`src/hdl/cgse_ram.sv`:
```
// Generic simple dual-port RAM: one write port, one read port, registered read.
// No dependencies.
module cgse_ram #(
  parameter int WIDTH = 32,
  parameter int DEPTH = 64
) (
  input  logic                                   clk,
  input  logic                                   we,
  input  logic [((DEPTH > 1) ? $clog2(DEPTH) : 1)-1:0] waddr,
  input  logic [WIDTH-1:0]                       wdata,
  input  logic [((DEPTH > 1) ? $clog2(DEPTH) : 1)-1:0] raddr,
  output logic [WIDTH-1:0]                       rdata
);

  logic [WIDTH-1:0] mem [DEPTH];

  always_ff @(posedge clk) begin
    if (we) begin
      mem[waddr] <= wdata;
    end
    rdata <= mem[raddr];
  end

endmodule

```
`config.mk`:
```
export PLATFORM = sky130hd
export DESIGN_NAME = cgse_ram
export DESIGN_NICKNAME = d
export VERILOG_FILES = /design/src/hdl/cgse_ram.sv
export SDC_FILE = /design/constraint.sdc
export NUM_CORES = 2
export LEC_CHECK = 0
export BUFFER_PORTS_ARGS = -buffer_cell sky130_fd_sc_hd__buf_4
export CORE_MARGIN = 3
export CORE_UTILIZATION = 57
export CTS_CLUSTER_SIZE = 24
export DETAILED_ROUTE_END_ITERATION = 10
export GPL_ROUTABILITY_DRIVEN = 0
export PLACE_DENSITY = 0.76
export SYNTH_ARGS = -nofsm -noshare
export SYNTH_HDL_FRONTEND = slang
export SYNTH_SLANG_ARGS = --single-unit
```
`constraint.sdc`:
```
create_clock -name clk -period 3.3 [get_ports clk]
set_input_delay 0 -clock clk [delete_from_list [all_inputs] [get_ports clk]]
set_output_delay 0 -clock clk [all_outputs]
set_load 0.005 [all_outputs]
```
* After elaboration in Yosys (flattened, before gate mapping) *
Memories as Yosys holds them, arrays and structs flattened. A register that Yosys moved wholly into a read port is not among the register bits.
Cells that the tools add are included.

cells by class
  eq/ne operators = 0
  div/mod/pow operators = 0
  multiply operators = 0
  shifts and indexed selects = 0
  multiplexer cells = 2
  add/sub/neg operators = 0
  reduce and logical (&&, ||, !) cells = 0
  bitwise operators = 0
  $lt $le $gt $ge = 0

operators by type and width
  kind              count
  2-to-1 mux 1 bit  2

storage, ports and cells
  output and inout port bits = 32
  memory bits (writable) = 2048
  latch bits = 0
  ROM bits = 0
  memories = 1
  bits in registers = 0
  input port bits = 46

memories
  name  words  width  read ports  clocked after Yosys merged registers in  write ports  RTL line  text
  mem   64     32     1           1                                        1            15        logic [WIDTH-1:0] mem [DEPTH];

* Logic depth before layout (Yosys ltp) *
  word-level depth = 2
  gate-level depth with buffers = 10

* Least setup slack after synthesis *
OpenSTA, ideal clock, no wires.

  kind = input-to-reg
  start point = input waddr[3] (netlist bit)
  end point = memory mem[48][0] (enable)
  path buffers = 1
  slack = 0.140 ns
  arrival = 2.699 ns
  setup time = 0.461 ns
  stages = 4
  cell sequence = clkbuf_1 nor2b_1 nand4b_1 nor3_1

RTL lines
  item         RTL line  text
  from (decl)  9         input logic [((DEPTH > 1) ? $clog2(DEPTH) : 1)-1:0] waddr,
  to (decl)    15

Straight into the memory's write port.

==> results.md <==
- Met3 wire length: 23940 um
- Die Wd: 377.1 um
- Unrepaired setup endpoints after global routing: no
- Final setup margin: 0.9159 ns
- Die span in y: 377.1 um
- Initial detailed-routing violation count: 5763
- Maxcap violations: 0
- Top_reg_cell synth: edfxtp_1
- Crit-path leading delay family: multiplexers
- Post-Place Worst Slack: 0.2802 ns
- # IOs: 78
- CTS tree: done
- Clk root buf: clkbuf_16
- Reg clk slew, reported paths: 0.06 ns
- Fmax: 0.4194 GHz
- Final wirelength: 196500 um
- Fin Setup TNS: 0 ns
- Fillers: 8231
- Worst Clk Skew: 0.02506 ns
- Most common cell after layout, fill and taps aside: edfxtp_1
- Tot GR Track Use: 0.2823
- CP Max Fanout: 1
- Nets@finish: 3709
- Arr. time, crit path: 3.05 ns
- Total CTS buffers: 191
- DRC Markers: 0
- CP dominant cell by count: mux4_2
- Avg WL per Cell: 35.05 um
- Max_slew headroom: 0.2552
- Hold Fails Final Rpt: 0
- Hold Path Class: primary input to flop
- CORE AREA: 136100 um^2
- Syn_nets: 3370
- Initial antenna violation count: 8
- Peak VDD IR: 0.0005212 V
- Number of global-route vias before repair: 39028
- IO buf count: 77
- Post-DR vias/cell: 6.842
- Cell variety after synth: 34
- Pre-Repair DR Iteration Count: 5
- Max Slew Vio Count: 0
- Longest Clk Path Bufs: 3
- R2R setup slack: 0.92 ns
- PwrDens: 602.4 nW/um^2
- CP required: 3.97 ns
- DR vias: 38364
- CTS Sinks: 2080
- H-tree depth: 4
- DR top layer: met5
- Pin count of the biggest net entering global routing: 65
- Post-route cell area: 89520 um^2
- Sequential area share after synthesis: 0.7914
- Crit-path cells: mux4_2 -> mux4_2 -> o22ai_1 -> nor2_1
- Area Growth Syn to Fin: 14.02%
- Met2 WL: 94630 um
- Finish-stage setup viols: 0
- Critical path type: flop to flop
- Placed Area: 82950 um^2
- Post-synth ARST share: 0
- Critical path capture point type: flop
- Fin crit share: 0.7225
- Yosys reg bits: 2080
- Final std cells w/o fill: 5607
- CTS Hold Bufs: 39
- Largest stage delay, worst path: 0.58 ns
- Post-layout min period: 2.384 ns
- Syn Area/Cell: 23.62 um^2
- Grt total ovfl: 0
- Initial Utilization: 0.5767
- Commonest cells after routing, fill and taps aside: edfxtp_1 (2048), mux4_2 (544), buf_4 (252), clkbuf_16 (193), mux2i_1 (93)
- Crit-path slowest cell: o22ai_1
- Postcts setup bufs: 0
- Clock Latency Late Sink: 0.82 ns
- Leak Pwr: 0.02812 uW
- Synth Cell Area: 78520 um^2
- Post-cts gate resize count: 0
- Status: complete, no violations
- CP startpoint kind: flop
- First-pass GRT wire length: 282500 um
- Worst path bufs/invs: 0
- Gate Count Post-Synth: 3324
- FP Rows: 135
- Post-synth EDFFs: 2048
- Post-route ant nets: 0
- Die ar.: 142200 um^2
- Layout cells sized above 1: 0.3060
- Hold WS: 0.09697 ns
- Yosys Warn Count: 0
- DPL Wire Length: 107900 um
- Metal-1 WL: 70040 um
- Worst slew pin tran: 1.117 ns
- Placed insts: 5212
-- worst register-to-register path: cells and delay by family, from the launching register on --
kind	cells	cell delay (ns)
compound gates	1	0.58
flops	1	0.43
simple gates	1	0.13
mux	2	1.09
-- worst paths after layout --
kind | start | cells past startpoint | end
setup reg to reg | mem[26][13] | 4 | rdata[13]
setup / recovery | mem[26][13] | 4 | rdata[13]
hold reg to reg | mem[28][8] | 4 | rdata[8]
hold / removal | raddr[3] | 4 | rdata[3]
-- synthesized netlist by cell type (7+ instances only) --
master,n,area share
a21oi_1,62,0.0040
a22oi_1,12,0.0011
a311oi_1,8,0.00089
buf_1,21,0.0010
buf_2,57,0.0036
buf_4,25,0.0024
clkbuf_1,74,0.0035
dfxtp_1,32,0.0082
edfxtp_1,2048,0.78
mux2i_1,93,0.012
mux4_2,544,0.16
nand2_1,26,0.0012
nand2b_1,8,0.00064
nor2_1,137,0.0065
nor2b_1,15,0.0012
nor3_1,7,0.00045
o221ai_1,27,0.0030
o22ai_1,84,0.0067
-- metal layers --
metal | track usage | vias to the layer above
met2 | 0.4402 | 2843
li1 | - | 14944
met4 | 0.1064 | 2
met3 | 0.06401 | 476
met1 | 0.3977 | 20099
met5 | 0 | -
-- power by group --
part	total [uW]	switching, uW	internal, uW
Clock	21800	9410	12400
Combinational	2760	1650	1110
Sequential	29400	119	29200
-- cells by family after synthesis --
| logic type | share of synthesized area |
|---|---|
| DFF | 0.7914 |
| muxes | 0.1679 |
| and+or+nand+nor | 0.01265 |
| AOI/OAI and AO/OA | 0.01673 |
| buffers and inverters | 0.01128 |
-- flip-flops by register name (all words and copies together) (netlist names) --
register  flops
mem        2048
rdata        32
-- final cells by class --
class	count	area (um^2)	share of cell area
antenna	2	5.005	0.00005590
clock buffer	279	5333	0.05957
sequential	2080	62140	0.6941
multi-input combinational	1062	15970	0.1784
tap	1781	2228	0.02489
timing repair buffer	328	3008	0.03360
clock inverter	75	843.3	0.009420
-- stage by stage --
stage	total power, uW	util
finish	53930	0.6576
global route	55310	0.6576
CTS	54150	0.6575
detailed placement	32600	0.6093
global placement	32540	0.6093
floorplan	31280	-
No activity file was read; power rests on OpenSTA's default activity.
