`config.mk`:
```
export PLATFORM = sky130hd
export DESIGN_NAME = cgse_mac
export DESIGN_NICKNAME = d
export VERILOG_FILES = /design/src/hdl/cgse_pkg.sv /design/src/hdl/cgse_mac.sv
export SDC_FILE = /design/constraint.sdc
export NUM_CORES = 2
export LEC_CHECK = 0
export BUFFER_PORTS_ARGS = -buffer_cell sky130_fd_sc_hd__buf_2
export CORE_MARGIN = 10
export CORE_UTILIZATION = 35
export DETAILED_ROUTE_END_ITERATION = 10
export GPL_TIMING_DRIVEN = 1
export HOLD_SLACK_MARGIN = 0.08
export PLACE_DENSITY = 0.53
export SLEW_MARGIN = 15
export SYNTH_ARGS = -nofsm -noshare
export SYNTH_HDL_FRONTEND = slang
export SYNTH_SLANG_ARGS = --single-unit
```
`constraint.sdc`:
```
create_clock -name clk -period 11.2 [get_ports clk]
set_clock_uncertainty 0.15 [all_clocks]
set_input_delay 2.24 -clock clk [delete_from_list [all_inputs] [get_ports clk]]
set_output_delay 2.24 -clock clk [all_outputs]
set_load 0.02 [all_outputs]
```
`src/hdl/cgse_pkg.sv`:
```
// Shared types and constants for the chi-square / gradient engine.
// No dependencies; cgse_if, the core and cgse_mac refer to this package.
package cgse_pkg;

  localparam int OP_W       = 2;
  localparam int IDX_W      = 3;
  localparam int VAL_W      = 32;
  localparam int RES_W      = 64;
  localparam int MAX_OUT    = 8;
  localparam int DX_W       = VAL_W + 1;
  localparam int PROD_W     = 2 * DX_W;
  localparam int CHUNK_BITS = 32;
  localparam int CHUNK_W    = 2;

  localparam logic [RES_W-1:0] SAT_MAX = {1'b0, {(RES_W-1){1'b1}}};
  localparam logic [RES_W-1:0] SAT_MIN = {1'b1, {(RES_W-1){1'b0}}};

  typedef enum logic [OP_W-1:0] {
    OP_WEIGHT = 2'd0,
    OP_PARAM  = 2'd1,
    OP_POINT  = 2'd2,
    OP_RECALL = 2'd3
  } op_t;

  // Tag that travels with one multiply through the shared MAC.
  typedef struct packed {
    logic               vld;    // slot carries an operation
    logic               chi;    // chi partial product, else W*dx term
    logic               first;  // overwrite accumulator instead of adding
    logic               wvld;   // weight entry was written since reset
    logic [CHUNK_W-1:0] sh;     // chunk index of the row sum (chi only)
  } mac_tag_t;

endpackage

```
`src/hdl/cgse_mac.sv`:
```
// Shared signed 33x33 multiplier with row-sum and chi accumulators, plus
// output saturation. Depends on cgse_pkg (mac_tag_t, widths, limits).
module cgse_mac #(
  parameter int SUM_W      = 68,
  parameter int CHI_W      = 103,
  parameter int FRAC_BITS  = 16,
  parameter int NUM_CHUNKS = 3
) (
  input  logic                                clk,
  input  logic                                rst,
  input  cgse_pkg::mac_tag_t                  tag,
  input  logic signed [cgse_pkg::VAL_W-1:0]   w_data,
  input  logic signed [cgse_pkg::DX_W-1:0]    dx,
  output logic                                busy,
  output logic signed [cgse_pkg::RES_W-1:0]   grad_sat,
  output logic signed [cgse_pkg::RES_W-1:0]   chi_sat
);

  localparam int EXT_W = NUM_CHUNKS * cgse_pkg::CHUNK_BITS;

  cgse_pkg::mac_tag_t                   tag_q;
  logic signed [cgse_pkg::PROD_W-1:0]   prod;
  logic signed [cgse_pkg::DX_W-1:0]     a_op;
  logic signed [SUM_W-1:0]              s_acc;
  logic signed [CHI_W-1:0]              chi_acc;
  logic signed [EXT_W-1:0]              s_ext;
  logic signed [CHI_W-1:0]              pp_ext;
  logic signed [CHI_W-1:0]              pp_shift;
  logic signed [SUM_W:0]                two_s;
  logic signed [CHI_W-1:0]              chi_sh;

  // Operand A: weight entry, or one 32-bit chunk of the row sum
  // (lower chunks unsigned, top chunk signed).
  always_comb begin
    s_ext = EXT_W'(s_acc);
    a_op  = '0;
    if (tag.chi) begin
      for (int c = 0; c < NUM_CHUNKS; c++) begin
        if (tag.sh == cgse_pkg::CHUNK_W'(c)) begin
          a_op = {(c == NUM_CHUNKS - 1) ? s_ext[c*cgse_pkg::CHUNK_BITS + 31] : 1'b0,
                  s_ext[c*cgse_pkg::CHUNK_BITS +: cgse_pkg::CHUNK_BITS]};
        end
      end
    end else if (tag.wvld) begin
      a_op = cgse_pkg::DX_W'(w_data);
    end
  end

  always_comb begin
    pp_ext   = CHI_W'(prod);
    pp_shift = pp_ext;
    for (int c = 0; c < NUM_CHUNKS; c++) begin
      if (tag_q.sh == cgse_pkg::CHUNK_W'(c)) begin
        pp_shift = pp_ext << (c * cgse_pkg::CHUNK_BITS);
      end
    end
  end

  always_ff @(posedge clk) begin
    if (rst) begin
      tag_q <= '0;
    end else begin
      tag_q <= tag;
    end
  end

  always_ff @(posedge clk) begin
    prod <= a_op * dx;
    if (tag_q.vld) begin
      if (tag_q.chi) begin
        chi_acc <= tag_q.first ? pp_shift : chi_acc + pp_shift;
      end else begin
        s_acc <= tag_q.first ? SUM_W'(prod) : s_acc + SUM_W'(prod);
      end
    end
  end

  assign busy   = tag_q.vld;
  assign two_s  = {s_acc, 1'b0};
  assign chi_sh = chi_acc >>> FRAC_BITS;

  always_comb begin
    if ((&two_s[SUM_W:cgse_pkg::RES_W-1]) || !(|two_s[SUM_W:cgse_pkg::RES_W-1])) begin
      grad_sat = two_s[cgse_pkg::RES_W-1:0];
    end else begin
      grad_sat = two_s[SUM_W] ? cgse_pkg::SAT_MIN : cgse_pkg::SAT_MAX;
    end
    if ((&chi_sh[CHI_W-1:cgse_pkg::RES_W-1]) || !(|chi_sh[CHI_W-1:cgse_pkg::RES_W-1])) begin
      chi_sat = chi_sh[cgse_pkg::RES_W-1:0];
    end else begin
      chi_sat = chi_sh[CHI_W-1] ? cgse_pkg::SAT_MIN : cgse_pkg::SAT_MAX;
    end
  end

endmodule
```
# After elaboration in Yosys (flattened, before gate mapping)
# Cells that the tools add are included.
# totals
register_bits	242
mem_bits_ro	0
latch_bits	0
memories	0
wordCells	39
mem_bits_rw	0
inputBits	73
out_inout_bits	129
# op_classes
muxes	13
shifts	0
add_sub_neg	2
magnitude_cmp	0
n_div	0
n_bitwise	1
eq_ne	4
n_reduce_logical	11
n_mul	1
# ops
op	n
64-bit two-way mux	4
103-bit two-way mux	2
103-bit adder	1
33-bit two-way mux	3
97-bit two-way mux	1
68-bit by 66-bit adder with 68-bit output	1
68-bit two-way mux	1
33-bit by 33-bit multiplier with 66-bit output	1
32-bit two-way mux	2
24-bit AND reduction	1
24-bit OR reduction	1
6-bit AND reduction	1
6-bit OR reduction	1
2-bit by 1-bit equality test with 1-bit output (second input constant)	2
2-bit equality test (second input constant)	2
2-bit AND reduction	2
1-bit logical NOT	2
2-bit logical NOT	1
1-bit logical OR	2
1-bit NOT	1

# Depth between registers and ports, before layout
# depth
word_depth	6
depth_mapped	39
mapped_depth_nobuf	35

# Least setup slack after synthesis
# Ideal clock, no wire load.
# synth_timing
path_type	input-to-reg
start	input port tag[1] (netlist name)
end	register prod[59] (netlist name)
path_buffers	4
path_stages	36
setup_slack_ns	0.027
setup_time_ns	0.120
arrival_ns	10.904
required_ns	10.930
path_cell_list	clkbuf_1 nor2b_1 nand2_1 nand2_1 clkbuf_1 clkbuf_1 nor2_1 nor2_1 clkbuf_1 nand2_1 fa_1 fa_1 inv_1 fa_1 inv_1 fa_1 inv_1 fa_1 fa_1 fa_1 inv_1 fa_1 inv_1 ha_1 and3_4 and2_4 a221oi_1 o21ai_1 a221oi_2 a41oi_2 a2111oi_2 nor4b_1 o21a_1 o21ai_2 nor3b_1 a211o_1
# synth_via
elab_chain_len	6
elab_cells_between_ends	8
cone_classes	1 x mul; 2 x eq/ne; 4 x mux; 1 x reduce/logical
# synth_lines
item	line_no	text
start: declaration	cgse_mac.sv:11	input cgse_pkg::mac_tag_t tag,
2-bit logical NOT	cgse_mac.sv:39	if (tag.sh == cgse_pkg::CHUNK_W'(c)) begin
32-bit two-way mux (2 in a row)	cgse_mac.sv:39	
33-bit two-way mux *	cgse_mac.sv:39	
33-bit two-way mux *	cgse_mac.sv:37	if (tag.chi) begin
33-bit by 33-bit multiplier with 66-bit output *	cgse_mac.sv:68	prod <= a_op * dx;
end signal: assignment	cgse_mac.sv:68	
end: declaration	cgse_mac.sv:22	logic signed [cgse_pkg::PROD_W-1:0] prod;
# Every way passes the cells marked *; elsewhere a longest branch is shown, timed or not.
# A chain may end at the register's enable or synchronous reset.

# Worst setup path in the final report
# layout_timing
start	input port tag[0] (netlist name)
end	register prod[62] (netlist name)
# Same word-level chain as after synthesis.

==> results.md <==
- Status: completed
- HPWL Detailed: 172300 um
- Total GRT Usage: 0.2169
- Synth Flop Type: edfxtp_1
- CTS Sinks: 242
- Layout Cells excl Fill: 9201
- Worst endpoint data arrival time: ~11 ns
- Cell variety after synth: 96
- Measured slew at the worst slew-check pin: around 1.1 ns
- Max clock buf depth: 3
- Yosys reg bits: roughly 240
- Die width: 433.1 um
- Placer congestion estimate: 0.9443
- Syn Nets: 8335
- Post-CTS setup buffers: 0
- DRT Pass-1 Iters: 5
- Largest net degree at the start of global routing: 175
- Placed insts: 9133
- Commonest non-fill, non-tap cell in the layout: fa_1
- Crit path max fanout: 22
- CTS Buf Count: 35
- IO buf count: 201
- Highest clock rate: 0.09285 GHz
- Post-synthesis sequential area ratio: 0.1098
- Max Cap Viol: 0
- CP most frequent cell: fa_1
- Syn avg cell area: 8.877 um^2
- Layout fillers: 17080
- Detailed Route WL: 205500 um
- Via count of the first global-routing pass: approximately 50000
- Synth Instances: approximately 6700
- Post-CTS sizing: 0
- Share of layout cells above drive strength 1: 0.1014
- Die ar.: 187600 um^2
- Area Growth Syn to Fin: 11.58%
- Crit path max-delay cell type: fa_1
- FFs w/ async S/R, synth: 0
- # hold bufs at CTS: 0
- Crit start category: input pin
- # nets final: 8558
- Fin crit share: 0.9616
- # DRC: 0
- Max Transition Viols Final: 0
- Final hold vios: 0
- Hold Path Class: flip-flop to flip-flop
- Final ANT Viol Nets: 0
- CTS clock-pin slew for the worst setup and hold paths: 0.06 ns
- RSZ-0062 raised after global routing: no
- Vias per cell: 5.200
- Initial Utilization: 0.3525
- EDFF count, synth: 171
- Skew-Pair Late Insertion Delay: around 0.57 ns
- CORE AREA: 169500 um^2
- Slew Limit Headroom: 0.2739
- Initial antenna violation count: 11
- YS warnings: 0
- Ports: approximately 200
- H-tree depth: 2
- First-pass GRT wire length: between 300000 and 400000 um
- CTS tree: built
- Initial DRC Count: around 3400
- Cell row count: 151
- Root buffer cell: clkbuf_16
- GRT overflow: 0
- WP data required: about 12 ns
- CP Class: input pin to flip-flop
- Vias: approximately 48000
- Die extent in y: 433.1 um
- Hold_ws: 0.5255 ns
- Crit-path max cell delay: 0.54 ns
- Avg WL per Cell: 22.34 um
- Most frequent cells in the layout: fa_1, inv_1, nand2_1
- Minimum clock period: ~11 ns
- Final setup fails: 0
- Final core area utilization: 0.3933
- Crit end category: flip-flop
- Mapped Area: 59730 um^2
## worst max-delay path, delay by kind of cell
| family | cells | cell delay (ns) |
|---|---|---|
| compound gates | 10 | 2.08 |
| fa+ha+maj | 9 | 4.30 |
| buf+inv | 11 | 1.09 |
| mux | 2 | 0.48 |
| simple gates | 5 | 0.82 |
## Yosys cell counts, drive strengths merged (32+ instances only)
cell type	count	share of area
fa	1147	0.38
nand2b	32	0.0034
and3	45	0.0048
dfxtp	71	0.024
nor3	37	0.0031
nand4	65	0.0068
a21o	234	0.029
a21oi	299	0.025
xor2	90	0.013
nand2	826	0.052
o21bai	41	0.0052
edfxtp	171	0.086
mux2i	36	0.0060
clkbuf	366	0.023
a22o	34	0.0050
xnor2	137	0.020
ha	386	0.081
o21a	47	0.0059
inv	1133	0.071
nand3	51	0.0043
o22ai	36	0.0038
nor2b	35	0.0037
and2	567	0.059
nor2	287	0.018
o21ai	293	0.025
## worst paths after layout
check | start | end | slack, ns | cells past startpoint
hold / removal | chi_acc[0] | chi_acc[0] | 0.53 | 2
setup / recovery | tag[0] | prod[62] | 0.43 | 37
setup reg to reg | s_acc[67] | prod[62] | 1.94 | 32
hold reg to reg | chi_acc[0] | chi_acc[0] | 0.53 | 2
## state kept, by name, summed over array words and instances (netlist names)
| register | cells |
|---|---|
| chi_acc | 103 |
| s_acc | 68 |
| prod | 66 |
| tag_q | 4 |
| busy | 1 |
## routing by layer
metal / GRT usage / wire, um / up-vias
li1: - / - / 21730
met1: 0.2851 / 87830 / 24490
met2: 0.3772 / 100500 / 1334
met3: 0.02146 / 10000 / 279
met4: 0.06357 / 7213 / 6
met5: 0 / 41 / -
## layout make-up
cell class,instances,area [um^2],area share
Antenna cell,4,10.01,0.0001502
Clock buffer,48,1051,0.01577
Clock inverter,16,161.4,0.002422
Inverter,1134,4257,0.06386
Multi-Input combinational cell,4978,47670,0.7152
Sequential cell,242,6560,0.09842
Tap cell,2218,2775,0.04164
Timing Repair Buffer,561,4172,0.06258
## cell families (layout without fill, tap and decap cells)
logic type,after synthesis,after routing,share of synthesized area
buf+inv,1509,1759,0.09497
mux,43,43,0.007352
simple gates,2012,2012,0.1635
other cells,0,4,0
fa+ha+maj,1533,1533,0.4653
compound gates,1163,1163,0.1259
xor+xnor,227,227,0.03328
flops,242,242,0.1098
## through the flow
step / setup slack [ns] / setup TNS, ns / area, um^2
floorplan: 0.02657 / 0 / 59730
global placement: -0.1297 / -0.2233 / 65420
detailed placement: -0.1441 / -0.3724 / 65420
CTS: 0.4106 / 0 / 66630
global route: 0.1107 / 0 / 66650
finish: 0.4300 / 0 / 66650
Power is left out: the tool's default activity adds up to more than one toggle a clock period on the data nets, which glitch-free logic cannot reach.
